[src/rtl/rpip_pkg.sv]
package rpip_pkg;

    // Command codes carried in the operation field.
    localparam logic [2:0] OP_HOME      = 3'd0;
    localparam logic [2:0] OP_GOTO_FWD  = 3'd1;
    localparam logic [2:0] OP_ADVANCE   = 3'd2;
    localparam logic [2:0] OP_GOTO_BWD  = 3'd3;
    localparam logic [2:0] OP_BACK_UP   = 3'd4;

    // Speed-curve codes and the cup-distance limits that select them.
    localparam logic [2:0] CURVE_DEBUG  = 3'd6;
    localparam logic [8:0] LIM_CURVE0   = 9'd1;
    localparam logic [8:0] LIM_CURVE1   = 9'd9;
    localparam logic [8:0] LIM_CURVE2   = 9'd13;
    localparam logic [8:0] LIM_CURVE3   = 9'd40;
    localparam logic [8:0] LIM_CURVE4   = 9'd59;
    localparam logic [8:0] LIM_CURVE5   = 9'd120;

    // Register indexes on the configuration port.
    localparam logic [1:0] REG_STEPS_PER_CUP = 2'd0;
    localparam logic [1:0] REG_MAX_CUP       = 2'd1;
    localparam logic [1:0] REG_HOME_CUP      = 2'd2;

    localparam logic signed [15:0] RST_STEPS_PER_CUP = 16'sd0;
    localparam logic [6:0]         RST_MAX_CUP       = 7'd120;
    localparam logic [6:0]         RST_HOME_CUP      = 7'd1;

    typedef struct packed {
        logic signed [15:0] steps_per_cup;
        logic [6:0]         max_cup;
        logic [6:0]         home_cup;
    } t_cfg;

    typedef struct packed {
        logic [2:0] operation;
        logic [7:0] cup_arg;
        logic       motion_ok;
    } t_cmd;

    typedef struct packed {
        logic signed [23:0] step_count;
        logic [2:0]         curve_code;
        logic [6:0]         next_cup;
        logic               update;
        logic               failed;
    } t_plan;

    // Curve selection from a signed cup distance; its magnitude is what counts.
    function automatic logic [2:0] pick_curve(input logic signed [9:0] cups,
                                              input logic              spc_zero);
        logic [9:0] mag;
        logic [2:0] code;
        mag = cups[9] ? 10'(-cups) : 10'(cups);
        if (spc_zero || mag[9]) begin
            code = CURVE_DEBUG;
        end else if (mag[8:0] <= LIM_CURVE0) begin
            code = 3'd0;
        end else if (mag[8:0] <= LIM_CURVE1) begin
            code = 3'd1;
        end else if (mag[8:0] <= LIM_CURVE2) begin
            code = 3'd2;
        end else if (mag[8:0] <= LIM_CURVE3) begin
            code = 3'd3;
        end else if (mag[8:0] <= LIM_CURVE4) begin
            code = 3'd4;
        end else if (mag[8:0] <= LIM_CURVE5) begin
            code = 3'd5;
        end else begin
            code = CURVE_DEBUG;
        end
        return code;
    endfunction

endpackage

[src/rtl/rpip_if.sv]
interface rpip_cmd_if;
    logic       valid;
    logic       ready;
    logic [2:0] operation;
    logic [7:0] cup_arg;
    logic       motion_ok;

    modport source (output valid, output operation, output cup_arg, output motion_ok,
                    input ready);
    modport sink (input valid, input operation, input cup_arg, input motion_ok,
                  output ready);
endinterface

interface rpip_res_if;
    logic               valid;
    logic               ready;
    logic signed [23:0] step_count;
    logic [2:0]         curve_code;
    logic [6:0]         cup_index;
    logic               failed;

    modport source (output valid, output step_count, output curve_code,
                    output cup_index, output failed, input ready);
    modport sink (input valid, input step_count, input curve_code,
                  input cup_index, input failed, output ready);
endinterface

[src/rtl/rpip_cfg_regs.sv]
module rpip_cfg_regs
    import rpip_pkg::*;
(
    input  logic        i_clk,
    input  logic        i_rst_n,
    input  logic        psel,
    input  logic        penable,
    input  logic        pwrite,
    input  logic [3:0]  paddr,
    input  logic [31:0] pwdata,
    output logic [31:0] prdata,
    output logic        pready,
    output t_cfg        o_cfg
);

    t_cfg       r_cfg;
    logic       wr_en;
    logic [1:0] reg_idx;

    assign pready  = 1'b1;
    assign wr_en   = psel && penable && pwrite;
    assign reg_idx = paddr[3:2];
    assign o_cfg   = r_cfg;

    always_ff @(posedge i_clk) begin
        if (!i_rst_n) begin
            r_cfg.steps_per_cup <= RST_STEPS_PER_CUP;
            r_cfg.max_cup       <= RST_MAX_CUP;
            r_cfg.home_cup      <= RST_HOME_CUP;
        end else if (wr_en) begin
            case (reg_idx)
                REG_STEPS_PER_CUP: r_cfg.steps_per_cup <= pwdata[15:0];
                REG_MAX_CUP:       r_cfg.max_cup       <= pwdata[6:0];
                REG_HOME_CUP:      r_cfg.home_cup      <= pwdata[6:0];
                default: ;
            endcase
        end
    end

    always_comb begin
        case (reg_idx)
            REG_STEPS_PER_CUP: prdata = {16'd0, r_cfg.steps_per_cup};
            REG_MAX_CUP:       prdata = {25'd0, r_cfg.max_cup};
            REG_HOME_CUP:      prdata = {25'd0, r_cfg.home_cup};
            default:           prdata = 32'd0;
        endcase
    end

endmodule

[src/rtl/rpip_plan.sv]
module rpip_plan
    import rpip_pkg::*;
(
    input  t_cmd       i_cmd,
    input  logic [6:0] i_cur,
    input  t_cfg       i_cfg,
    output t_plan      o_plan
);

    logic [6:0]         arg_clamped;
    logic signed [9:0]  a_s;
    logic signed [9:0]  cur_s;
    logic signed [9:0]  mx_s;
    logic signed [9:0]  d_fwd;
    logic signed [9:0]  span;
    logic signed [9:0]  nxt;
    logic signed [25:0] prod;
    logic               negate;
    logic               known;
    logic               spc_zero;

    assign arg_clamped = (i_cmd.cup_arg > {1'b0, i_cfg.max_cup}) ? i_cfg.max_cup
                                                                  : i_cmd.cup_arg[6:0];
    assign a_s      = $signed({3'b000, arg_clamped});
    assign cur_s    = $signed({3'b000, i_cur});
    assign mx_s     = $signed({3'b000, i_cfg.max_cup});
    assign spc_zero = (i_cfg.steps_per_cup == 16'sd0);

    // Forward distance around the ring to the target cup.
    always_comb begin
        if (a_s > cur_s) begin
            d_fwd = a_s - cur_s;
        end else if (a_s < cur_s) begin
            d_fwd = mx_s - cur_s + a_s;
        end else begin
            d_fwd = 10'sd0;
        end
    end

    always_comb begin
        span   = 10'sd0;
        nxt    = cur_s;
        negate = 1'b0;
        known  = 1'b1;
        case (i_cmd.operation)
            OP_HOME: begin
                nxt = $signed({3'b000, i_cfg.home_cup});
            end
            OP_GOTO_FWD: begin
                span = d_fwd;
                nxt  = a_s;
            end
            OP_GOTO_BWD: begin
                span   = (d_fwd != 10'sd0) ? (mx_s - d_fwd) : 10'sd0;
                nxt    = a_s;
                negate = 1'b1;
            end
            OP_ADVANCE: begin
                span = a_s;
                nxt  = ((cur_s + a_s) > mx_s) ? (cur_s + a_s - mx_s) : (cur_s + a_s);
            end
            OP_BACK_UP: begin
                span   = a_s;
                negate = 1'b1;
                nxt    = (cur_s > a_s) ? (cur_s - a_s) : (mx_s + cur_s - a_s);
            end
            default: begin
                known = 1'b0;
            end
        endcase
    end

    assign prod = span * i_cfg.steps_per_cup;

    always_comb begin
        o_plan.step_count = negate ? 24'(-prod) : prod[23:0];
        o_plan.next_cup   = nxt[6:0];
        o_plan.update     = known && i_cmd.motion_ok;
        o_plan.failed     = known && !i_cmd.motion_ok;
        if (!known || i_cmd.operation == OP_HOME) begin
            o_plan.curve_code = CURVE_DEBUG;
        end else begin
            o_plan.curve_code = pick_curve(span, spc_zero);
        end
    end

endmodule

[src/rtl/rotary_plate_index_planner.sv]
// Rotary plate index planner.
// A command item enters on i_cmd (operation, cup_arg, motion_ok) and one result
// item leaves on o_res (step_count, curve_code, cup_index, failed) for every
// command. Both channels use a valid/ready handshake; an item moves at a rising
// edge with valid and ready both high.
// The block has two register stages: a command register and a result register.
// A command is held in the command register; its result is then loaded into the
// result register, from which it leaves on o_res. One command per cycle is
// sustained while the output is not stalled; the rate is set by the single pass
// through the planning logic, whose longest path is the 10 x 16 bit step
// multiply.
// The stored cup index is updated as the command leaves the command register,
// so the following command already sees the new index.
// When the receiver holds o_res.ready low, the result register keeps its item,
// the command register fills, and then i_cmd.ready falls until space opens.
// Reset (synchronous, active low) empties both stages, clears the cup index to
// zero and loads steps_per_cup = 0, max_cup = 120, home_cup = 1. APB writes go
// to byte addresses 0, 4, 8; the user must write only while idle (unenforced).
module rotary_plate_index_planner
    import rpip_pkg::*;
(
    input  logic        i_clk,
    input  logic        i_rst_n,
    rpip_cmd_if.sink    i_cmd,
    rpip_res_if.source  o_res,
    input  logic        psel,
    input  logic        penable,
    input  logic        pwrite,
    input  logic [3:0]  paddr,
    input  logic [31:0] pwdata,
    output logic [31:0] prdata,
    output logic        pready
);

    t_cfg       cfg;
    t_plan      plan;

    // Command stage.
    logic       r_in_vld;
    t_cmd       r_cmd;
    // Result stage.
    logic               r_out_vld;
    logic signed [23:0] r_step_count;
    logic [2:0]         r_curve_code;
    logic [6:0]         r_cup_index;
    logic               r_failed;
    // Tracked cup position.
    logic [6:0] r_cur;
    logic [6:0] n_cur;

    logic       adv;
    logic       take;

    rpip_cfg_regs u_cfg_regs (
        .i_clk   (i_clk),
        .i_rst_n (i_rst_n),
        .psel    (psel),
        .penable (penable),
        .pwrite  (pwrite),
        .paddr   (paddr),
        .pwdata  (pwdata),
        .prdata  (prdata),
        .pready  (pready),
        .o_cfg   (cfg)
    );

    rpip_plan u_plan (
        .i_cmd  (r_cmd),
        .i_cur  (r_cur),
        .i_cfg  (cfg),
        .o_plan (plan)
    );

    // The command stage moves on whenever the result register is empty or drains.
    assign adv         = r_in_vld && (!r_out_vld || o_res.ready);
    assign i_cmd.ready = !r_in_vld || adv;
    assign take        = i_cmd.valid && i_cmd.ready;
    assign n_cur       = (adv && plan.update) ? plan.next_cup : r_cur;

    always_ff @(posedge i_clk) begin
        if (!i_rst_n) begin
            r_in_vld  <= 1'b0;
            r_out_vld <= 1'b0;
            r_cur     <= 7'd0;
        end else begin
            r_cur <= n_cur;
            if (take) begin
                r_in_vld <= 1'b1;
            end else if (adv) begin
                r_in_vld <= 1'b0;
            end
            if (adv) begin
                r_out_vld <= 1'b1;
            end else if (o_res.ready) begin
                r_out_vld <= 1'b0;
            end
        end
    end

    always_ff @(posedge i_clk) begin
        if (take) begin
            r_cmd.operation <= i_cmd.operation;
            r_cmd.cup_arg   <= i_cmd.cup_arg;
            r_cmd.motion_ok <= i_cmd.motion_ok;
        end
        if (adv) begin
            r_step_count <= plan.step_count;
            r_curve_code <= plan.curve_code;
            r_cup_index  <= n_cur;
            r_failed     <= plan.failed;
        end
    end

    assign o_res.valid      = r_out_vld;
    assign o_res.step_count = r_step_count;
    assign o_res.curve_code = r_curve_code;
    assign o_res.cup_index  = r_cup_index;
    assign o_res.failed     = r_failed;

    // A failed or unknown command never moves the tracked cup.
    a_keep_on_fail: assert property (@(posedge i_clk) disable iff (!i_rst_n)
        adv && !r_cmd.motion_ok |=> $stable(r_cur))
        else $error("cup index changed on a failed command");

    // A successful home lands on the configured home cup.
    a_home_cup: assert property (@(posedge i_clk) disable iff (!i_rst_n)
        adv && r_cmd.motion_ok && r_cmd.operation == OP_HOME
        |=> r_cur == $past(cfg.home_cup))
        else $error("home did not load the home cup");

    // Input back-pressure only when both stages hold an item and the output stalls.
    a_ready_cause: assert property (@(posedge i_clk) disable iff (!i_rst_n)
        !i_cmd.ready |-> r_in_vld && r_out_vld && !o_res.ready)
        else $error("input stalled without a full pipeline");

    // The reported index matches the tracked cup right after a result is loaded.
    a_index_match: assert property (@(posedge i_clk) disable iff (!i_rst_n)
        adv |=> o_res.cup_index == r_cur)
        else $error("reported cup index differs from tracked cup");

endmodule
[src/flat_wrapper.sv]
// flat-port wrapper written by rule: the top's interface ports become plain ports
module rotary_plate_index_planner_flat import rpip_pkg::*;
  (i_clk, i_rst_n, psel, penable, pwrite, paddr, pwdata, prdata, pready, i_cmd_valid, i_cmd_operation, i_cmd_cup_arg, i_cmd_motion_ok, i_cmd_ready, o_res_valid, o_res_step_count, o_res_curve_code, o_res_cup_index, o_res_failed, o_res_ready);
  rpip_cmd_if i_cmd_i ();
  rpip_res_if o_res_i ();
  input  logic i_clk;
  input  logic i_rst_n;
  input  logic psel;
  input  logic penable;
  input  logic pwrite;
  input  logic [3:0] paddr;
  input  logic [31:0] pwdata;
  output logic [31:0] prdata;
  output logic pready;
  input wire logic [$bits(i_cmd_i.valid)-1:0] i_cmd_valid;
  input wire logic [$bits(i_cmd_i.operation)-1:0] i_cmd_operation;
  input wire logic [$bits(i_cmd_i.cup_arg)-1:0] i_cmd_cup_arg;
  input wire logic [$bits(i_cmd_i.motion_ok)-1:0] i_cmd_motion_ok;
  output wire logic [$bits(i_cmd_i.ready)-1:0] i_cmd_ready;
  output wire logic [$bits(o_res_i.valid)-1:0] o_res_valid;
  output wire logic [$bits(o_res_i.step_count)-1:0] o_res_step_count;
  output wire logic [$bits(o_res_i.curve_code)-1:0] o_res_curve_code;
  output wire logic [$bits(o_res_i.cup_index)-1:0] o_res_cup_index;
  output wire logic [$bits(o_res_i.failed)-1:0] o_res_failed;
  input wire logic [$bits(o_res_i.ready)-1:0] o_res_ready;
  assign i_cmd_i.valid = i_cmd_valid;
  assign i_cmd_i.operation = i_cmd_operation;
  assign i_cmd_i.cup_arg = i_cmd_cup_arg;
  assign i_cmd_i.motion_ok = i_cmd_motion_ok;
  assign i_cmd_ready = i_cmd_i.ready;
  assign o_res_valid = o_res_i.valid;
  assign o_res_step_count = o_res_i.step_count;
  assign o_res_curve_code = o_res_i.curve_code;
  assign o_res_cup_index = o_res_i.cup_index;
  assign o_res_failed = o_res_i.failed;
  assign o_res_i.ready = o_res_ready;
  rotary_plate_index_planner u_core (.i_clk(i_clk), .i_rst_n(i_rst_n), .i_cmd(i_cmd_i), .o_res(o_res_i), .psel(psel), .penable(penable), .pwrite(pwrite), .paddr(paddr), .pwdata(pwdata), .prdata(prdata), .pready(pready));
endmodule
[config.mk]
export PLATFORM = sky130hd
export DESIGN_NAME = rotary_plate_index_planner_flat
export DESIGN_NICKNAME = d
export VERILOG_FILES = /design/src/rtl/rpip_pkg.sv /design/src/rtl/rpip_if.sv /design/src/rtl/rpip_cfg_regs.sv /design/src/rtl/rpip_plan.sv /design/src/rtl/rotary_plate_index_planner.sv /design/src/flat_wrapper.sv
export SDC_FILE = /design/constraint.sdc
export NUM_CORES = 1
export LEC_CHECK = 0
export BUFFER_PORTS_ARGS = -buffer_cell sky130_fd_sc_hd__buf_2
export CORE_MARGIN = 1
export CORE_UTILIZATION = 50
export CTS_BUF_LIST = sky130_fd_sc_hd__clkbuf_16
export DETAILED_ROUTE_END_ITERATION = 8
export GPL_TIMING_DRIVEN = 0
export PLACE_DENSITY = 0.75
export SYNTH_ARGS = -nofsm -noshare
export SYNTH_HDL_FRONTEND = slang
export SYNTH_SLANG_ARGS = --single-unit
export TNS_END_PERCENT = 30
[constraint.sdc]
create_clock -name i_clk -period 31.7 [get_ports i_clk]
set_input_delay 9.51 -clock i_clk [delete_from_list [all_inputs] [get_ports i_clk]]
set_output_delay 9.51 -clock i_clk [all_outputs]
set_load 0.01 [all_outputs]
==> reports/qor.csv, run 1 <==
metric,value,unit
met3_usage,3.41,%
dr.pass1.iters,5,
ioPinCount,125,
nets,1947,
max_slew_margin,12.5,%
die_x,164,um
p_sw_share,41.1,%
drcViolationCount,0,
core_area,0.0254,mm^2
tritoncts,yes,
final_cell_mix,"inv_1 (230), nand2_1 (166), fa_1 (143), ha_1 (122), buf_2 (90)",
ys.flop_type,edfxtp_1,
p_per_area,30.4,mW/mm^2
crit_path_end_kind,output port,
synth_area_per_cell,8.66,um^2
drt_iter0_drc,1079,
setup_violations,0,
final-hold-violation-count,0,
synth-compound-area-share,14.0,%
stdcell_count,1962,
ys_warn_count,0,
final_max_slew_viol_count,0,
async_reset_ff_share,0,%
worstPathRequired,22.19,ns
yosys-top-cells-area,"fa_1 (22%), ha_1 (12%), edfxtp_1 (11%)",
cts_buffers,9,
cts_sinks,86,
rows,58,
grt_overflow_total,0,
cts_resized,0,
grt_max_degree,31,
insertion_delay,0.37,ns
finalSetupTns,0,ns
combPwrFrac,45.9,%
min-delay-path-class,reg -> reg,
post_cts.repair.setup_buffers,0,
vias,11100,
dp.cells,1946,
initial_core_util,51.6,%
seq_area_frac_synth,16.7,%
post-route-min-period,20.44,ns
cpMostUsedCell,buf_2,
synth_top_area_share,21.9,%
die_area,0.0268,mm^2
crit_fanout,10,
internal_power,0.257,mW
ctsHtreeMaxLevel,3,
layout-drive-gt1-share,9.13,%
synth_edf_count,47,
worstMarginPinSlew,1.30,ns
wire_per_inst,17.4,um
grt_pass1_wl,55700,um
layout_commonest_cell,inv_1,
ir_drop,24.5,uV
routed_via_density,5.68,
grt.busiest_layer,met2,
status,finished clean,
grt_util_met1,37.5,%
synthCells,1512,
yosys.area_share.simple,17.1,%
detailed_place_hpwl,27400,um
cp-start-kind,primary input,
antenna_found_initial,0,
place.gp.congestion,0.963,
track_usage,26.6,%
area_growth_syn_to_layout,9.32,%
cts_hold_buffers,0,
antenna_cells,0,
syn_area,0.0131,mm^2
crit_chain,buf_2 -> buf_1 -> mux2i_1 -> o21ai_0 -> buf_2,
critPathMaxStageDelay,0.51,ns
ys_ff_latch,86,
cts_max_path_buffers,2,
clockRootBuffer,clkbuf_16,
synth_top_family_by_area,adder cells,
synth_cell_type_count,79,
wl,34100,um
p_leak,6.59,nW
maxCapViolations,0,
fmax,48.9,MHz
crit_arrival,10.93,ns
cpMaxStageDelayCell,buf_1,
synthXorXnorAreaFrac,6.18,%
final_antenna_net_count,0,
post-route-period-util,64.5,%
fin_skew,0.0106,ns
rsz0062_at_grt,false,
clkTransAtPathRegs,0.07,ns
yosys-mux-area-fraction,2.90,%
worstSetupPathType,in -> out,
nFillCells,2310,
grt_util_met2,41.3,%
power_frac_seq,29.4,%
synthAdderAreaFrac,33.5,%
first_global_vias,11000,
p_clk_share,24.7,%
yosysTopAreaCell,fa_1,
p_sw,0.179,mW
die_h,164,um
numPortBuffers,88,
routing by layer:
layer  up-vias  routed length (um)
li1       5154                   -
met1      5382               15100
met2       513               15100
met3        96                2640
met4         0                1190
met5         -                   0
synth_stat cells, types with 38 or more instances:
library cell,instances
inv_1,229
nor2b_1,46
clkbuf_1,52
nor2_1,79
nand2_1,166
dfxtp_1,39
o21ai_0,51
a21oi_1,53
edfxtp_1,47
ha_1,122
fa_1,143
and2_1,58
xnor2_1,50
xor2_1,38
through the flow:
stage,setup WS (ns),util [%],power [mW],area (um^2),hold slack [ns]
floorplan,11.88,-,0.277,13200,0.463
global route,11.20,56.4,0.462,14300,0.532
finish,11.26,56.4,0.435,14300,0.507
global placement,11.37,55.1,0.320,14000,0.495
CTS,11.32,56.4,0.433,14300,0.507
detailed placement,11.31,55.2,0.325,14000,0.497
worst paths after layout:
kind / end / slack, ns / startpoint / cells after the start
min reg2reg: u_core.u_cfg_regs.o_cfg[28] / 0.51 / u_core.u_cfg_regs.o_cfg[28] / 2
max: prdata[1] / 11.26 / paddr[2] / 5
max reg2reg: u_core.o_res.step_count[23] / 17.42 / u_core.u_cfg_regs.o_cfg[8] / 45
min: u_core.u_cfg_regs.o_cfg[28] / 0.51 / u_core.u_cfg_regs.o_cfg[28] / 2
critical path, delay by kind of cell:
family                 cells  cell delay [ns]
AOI/OAI and AO/OA          1             0.41
buffers and inverters      3             0.85
muxes                      1             0.17
power by group through the flow:
stage / combinational [mW] / clock (mW) / sequential (mW)
floorplan: 0.146 / 0 / 0.132
global placement: 0.190 / 0 / 0.131
detailed placement: 0.194 / 0 / 0.131
CTS: 0.196 / 0.109 / 0.128
global route: 0.221 / 0.112 / 0.129
finish: 0.200 / 0.108 / 0.128
state kept, by name, summed over array words and instances, names as in the netlist:
register and flops:
u_core.r_cmd 12, u_core.o_res.failed 1, u_core.o_res.step_count 24, u_core.u_cfg_regs.o_cfg 30, u_core.o_res.cup_index 7, u_core.o_res.valid 1, u_core.r_cur 7, u_core.o_res.curve_code 3
u_core.r_in_vld 1
kinds of logic (layout without fill, tap and decap cells):
group / count (synthesis) / count (layout)
adders and majority gates: 265 / 265
xor gates and xnor gates: 90 / 90
buffers and inverters: 310 / 415
DFF: 86 / 86
muxes: 37 / 37
other: 2 / 17
and+or+nand+nor: 451 / 451
AOI/OAI and AO/OA: 271 / 271
area by class of cell:
cell class                 count  area (um^2)  share of cell area, %
inverter                     231          867                   6.06
buffer                        79          374                   2.61
multi-input combinational   1131         9720                   67.9
clock buffer                   9          225                   1.57
tap                          330          413                   2.88
clock inverter                 7         57.6                  0.402
sequential                    86         2190                   15.3
timing repair buffer          89          460                   3.22
Note: power is estimated with default switching activity, not from simulation.
==> run 2: changes to the inputs <==
--- a/config.mk
+++ b/config.mk
@@ -11,7 +11,7 @@
 export CTS_BUF_LIST = sky130_fd_sc_hd__clkbuf_16
 export DETAILED_ROUTE_END_ITERATION = 8
 export GPL_TIMING_DRIVEN = 0
-export PLACE_DENSITY = 0.75
+export PLACE_DENSITY = 0.78
 export SYNTH_ARGS = -nofsm -noshare
 export SYNTH_HDL_FRONTEND = slang
 export SYNTH_SLANG_ARGS = --single-unit
==> constraint.sdc (replaced) <==
create_clock -name i_clk -period 18.6 [get_ports i_clk]
set_input_delay 5.58 -clock i_clk [delete_from_list [all_inputs] [get_ports i_clk]]
set_output_delay 5.58 -clock i_clk [all_outputs]
set_load 0.01 [all_outputs]
==> reports/qor.csv, run 2 (synthesis results as in run 1) <==
metric,value,unit,change
wire_per_inst,17.3,um,was 17.4 um
layout-drive-gt1-share,9.19,%,was 9.13%
status,finished clean,,unchanged
vias,11200,,was 11100
worstPathRequired,18.71,ns,was 22.19 ns
fmax,69.9,MHz,
cts_max_path_buffers,2,,unchanged
numPortBuffers,88,,unchanged
cts_hold_buffers,0,,unchanged
setup_slack,4.29,ns,was 11.26 ns
largest_reg_flops,30,,unchanged
die_x,164,um,unchanged
ctsHtreeMaxLevel,3,,unchanged
route.met3.wl,2970,um,was 2640 um
nets,1947,,unchanged
insertion_delay,0.36,ns,was 0.37 ns
crit_path_start,u_core.u_cfg_regs.o_cfg[8],,was paddr[2]
drt_iter0_drc,1126,,was 1079
area_growth_syn_to_layout,9.42,%,was 9.32%
critPathMaxStageDelay,0.85,ns,was 0.51 ns
crit_arrival,14.42,ns,was 10.93 ns
worstSetupPathType,reg -> reg,,was in -> out
rows,58,,unchanged
first_global_vias,11100,,was 11000
critPathTopFamily,adder cells,,was buffers and inverters
final_max_slew_viol_count,0,,unchanged
setup_violations,0,,unchanged
worstMarginPinSlew,1.18,ns,was 1.30 ns
crit_fanout,11,,was 10
max_slew_margin,20.5,%,was 12.5%
antenna_found_initial,0,,unchanged
post_cts.repair.setup_buffers,0,,unchanged
grt_overflow_total,0,,unchanged
die_h,164,um,unchanged
layout_commonest_cell,inv_1,,unchanged
place.gp.congestion,0.978,,was 0.963
rsz0062_at_grt,false,,unchanged
p_leak,6.60,nW,was 6.59 nW
post-route-min-period,14.31,ns,
maxCapViolations,0,,unchanged
final_antenna_net_count,0,,unchanged
cts_sinks,86,,unchanged
fin_skew,0.00718,ns,was 0.0106 ns
clockRootBuffer,clkbuf_16,,unchanged
ioPinCount,125,,unchanged
nFillCells,2308,,was 2310
min-delay-path-class,reg -> reg,,unchanged
drcViolationCount,0,,unchanged
seq_area,0.00219,mm^2,unchanged
die_area,0.0268,mm^2,unchanged
cpMaxStageDelayCell,dfxtp_1,,was buf_1
dr.pass1.iters,5,,unchanged
wl,33900,um,was 34100 um
clkTransAtPathRegs,0.07,ns,about the same
initial_core_util,51.6,%,unchanged
cp-start-kind,flop,,was primary input
m1WireLength,14600,um,was 15100 um
core_area,0.0254,mm^2,unchanged
detailed_place_hpwl,27500,um,was 27400 um
finalSetupTns,0,ns,unchanged
cpMostUsedCell,fa_1,,was buf_2
met2_length,15000,um,was 15100 um
cts_buffers,9,,unchanged
track_usage,26.7,%,was 26.6%
tritoncts,yes,,unchanged
ir_drop,41.6,uV,was 24.5 uV
final_cell_mix,"inv_1 (229), nand2_1 (166), fa_1 (143), ha_1 (122), buf_2 (90)",,"was inv_1 (230), nand2_1 (166), fa_1 (143), ha_1 (122), buf_2 (90)"
routed_via_density,5.70,,was 5.68
top_layer,met4,,unchanged
crit_path_end_kind,flop,,was output port
antenna_cells,0,,unchanged
cts_resized,0,,unchanged
p_per_area,52.1,mW/mm^2,was 30.4 mW/mm^2
r2r_start,u_core.u_cfg_regs.o_cfg[8],,unchanged
cp_num_buf_inv,8,,was 3
grt_pass1_wl,56100,um,was 55700 um
grt_max_degree,30,,was 31
dp_slack,4.59,ns,was 11.31 ns
hp-start,u_core.u_cfg_regs.o_cfg[18],,was u_core.u_cfg_regs.o_cfg[28]
post-route-period-util,76.9,%,
final-hold-violation-count,0,,unchanged
multiInputGateArea,0.00972,mm^2,unchanged
run 2: cell count changes in the layout (fill, tap and decap cells not counted):
cell,previous run,this run
clkinvlp_4,1,0
clkinv_8,0,1
inv_8,1,2
clkinv_4,2,1
inv_1,230,229
inv_4,0,1
run 2: final cells by class:
cell class	instances	area share [%]
Buffer	79	2.61
Clock buffer	9	1.57
Clock inverter	7	0.498
Inverter	231	6.05
Multi-Input combinational cell	1131	67.9
Sequential cell	86	15.3
Tap cell	330	2.88
Timing Repair Buffer	89	3.21
run 2: path summary, 6_finish.rpt:
path                                  to  slack [ns]  depth (start not counted)
min          u_core.u_cfg_regs.o_cfg[18]        0.51                          2
min reg2reg  u_core.u_cfg_regs.o_cfg[18]        0.51                          2
max reg2reg  u_core.o_res.step_count[23]        4.29                         45
max          u_core.o_res.step_count[23]        4.29                         45
run 2: per-stage QoR:
stage	area, um^2	cells	hold WS [ns]	power, mW	util (%)
after CTS	14300	1962	0.507	0.741	56.4
after floorplan	13200	1527	0.463	0.472	-
final	14300	1962	0.508	0.747	56.4
after global placement	14000	1945	0.493	0.545	55.1
after detailed placement	14000	1946	0.496	0.552	55.2
after global routing	14300	1962	0.537	0.789	56.4
run 2: power by group:
| part | switching, mW | internal (mW) | total (mW) |
|---|---|---|---|
| sequential | 0.00527 | 0.213 | 0.218 |
| clock | 0.0940 | 0.0951 | 0.189 |
| combinational | 0.208 | 0.132 | 0.340 |
run 2: metal layers:
metal | up-vias | global-route usage, %
met5 | - | 0
met4 | 0 | 11.8
met2 | 508 | 41.5
met3 | 87 | 4.47
met1 | 5440 | 36.4
li1 | 5156 | -
run 2: worst reg2reg max path: cells and delay by family, from the launching register on:
kind            cells  cell delay (ns)
fa+ha+maj          10             4.54
compound gates     14             4.11
simple gates       11             2.20
buf+inv             8             1.67
flops               1             0.85
mux                 1             0.55
xor+xnor            1             0.17
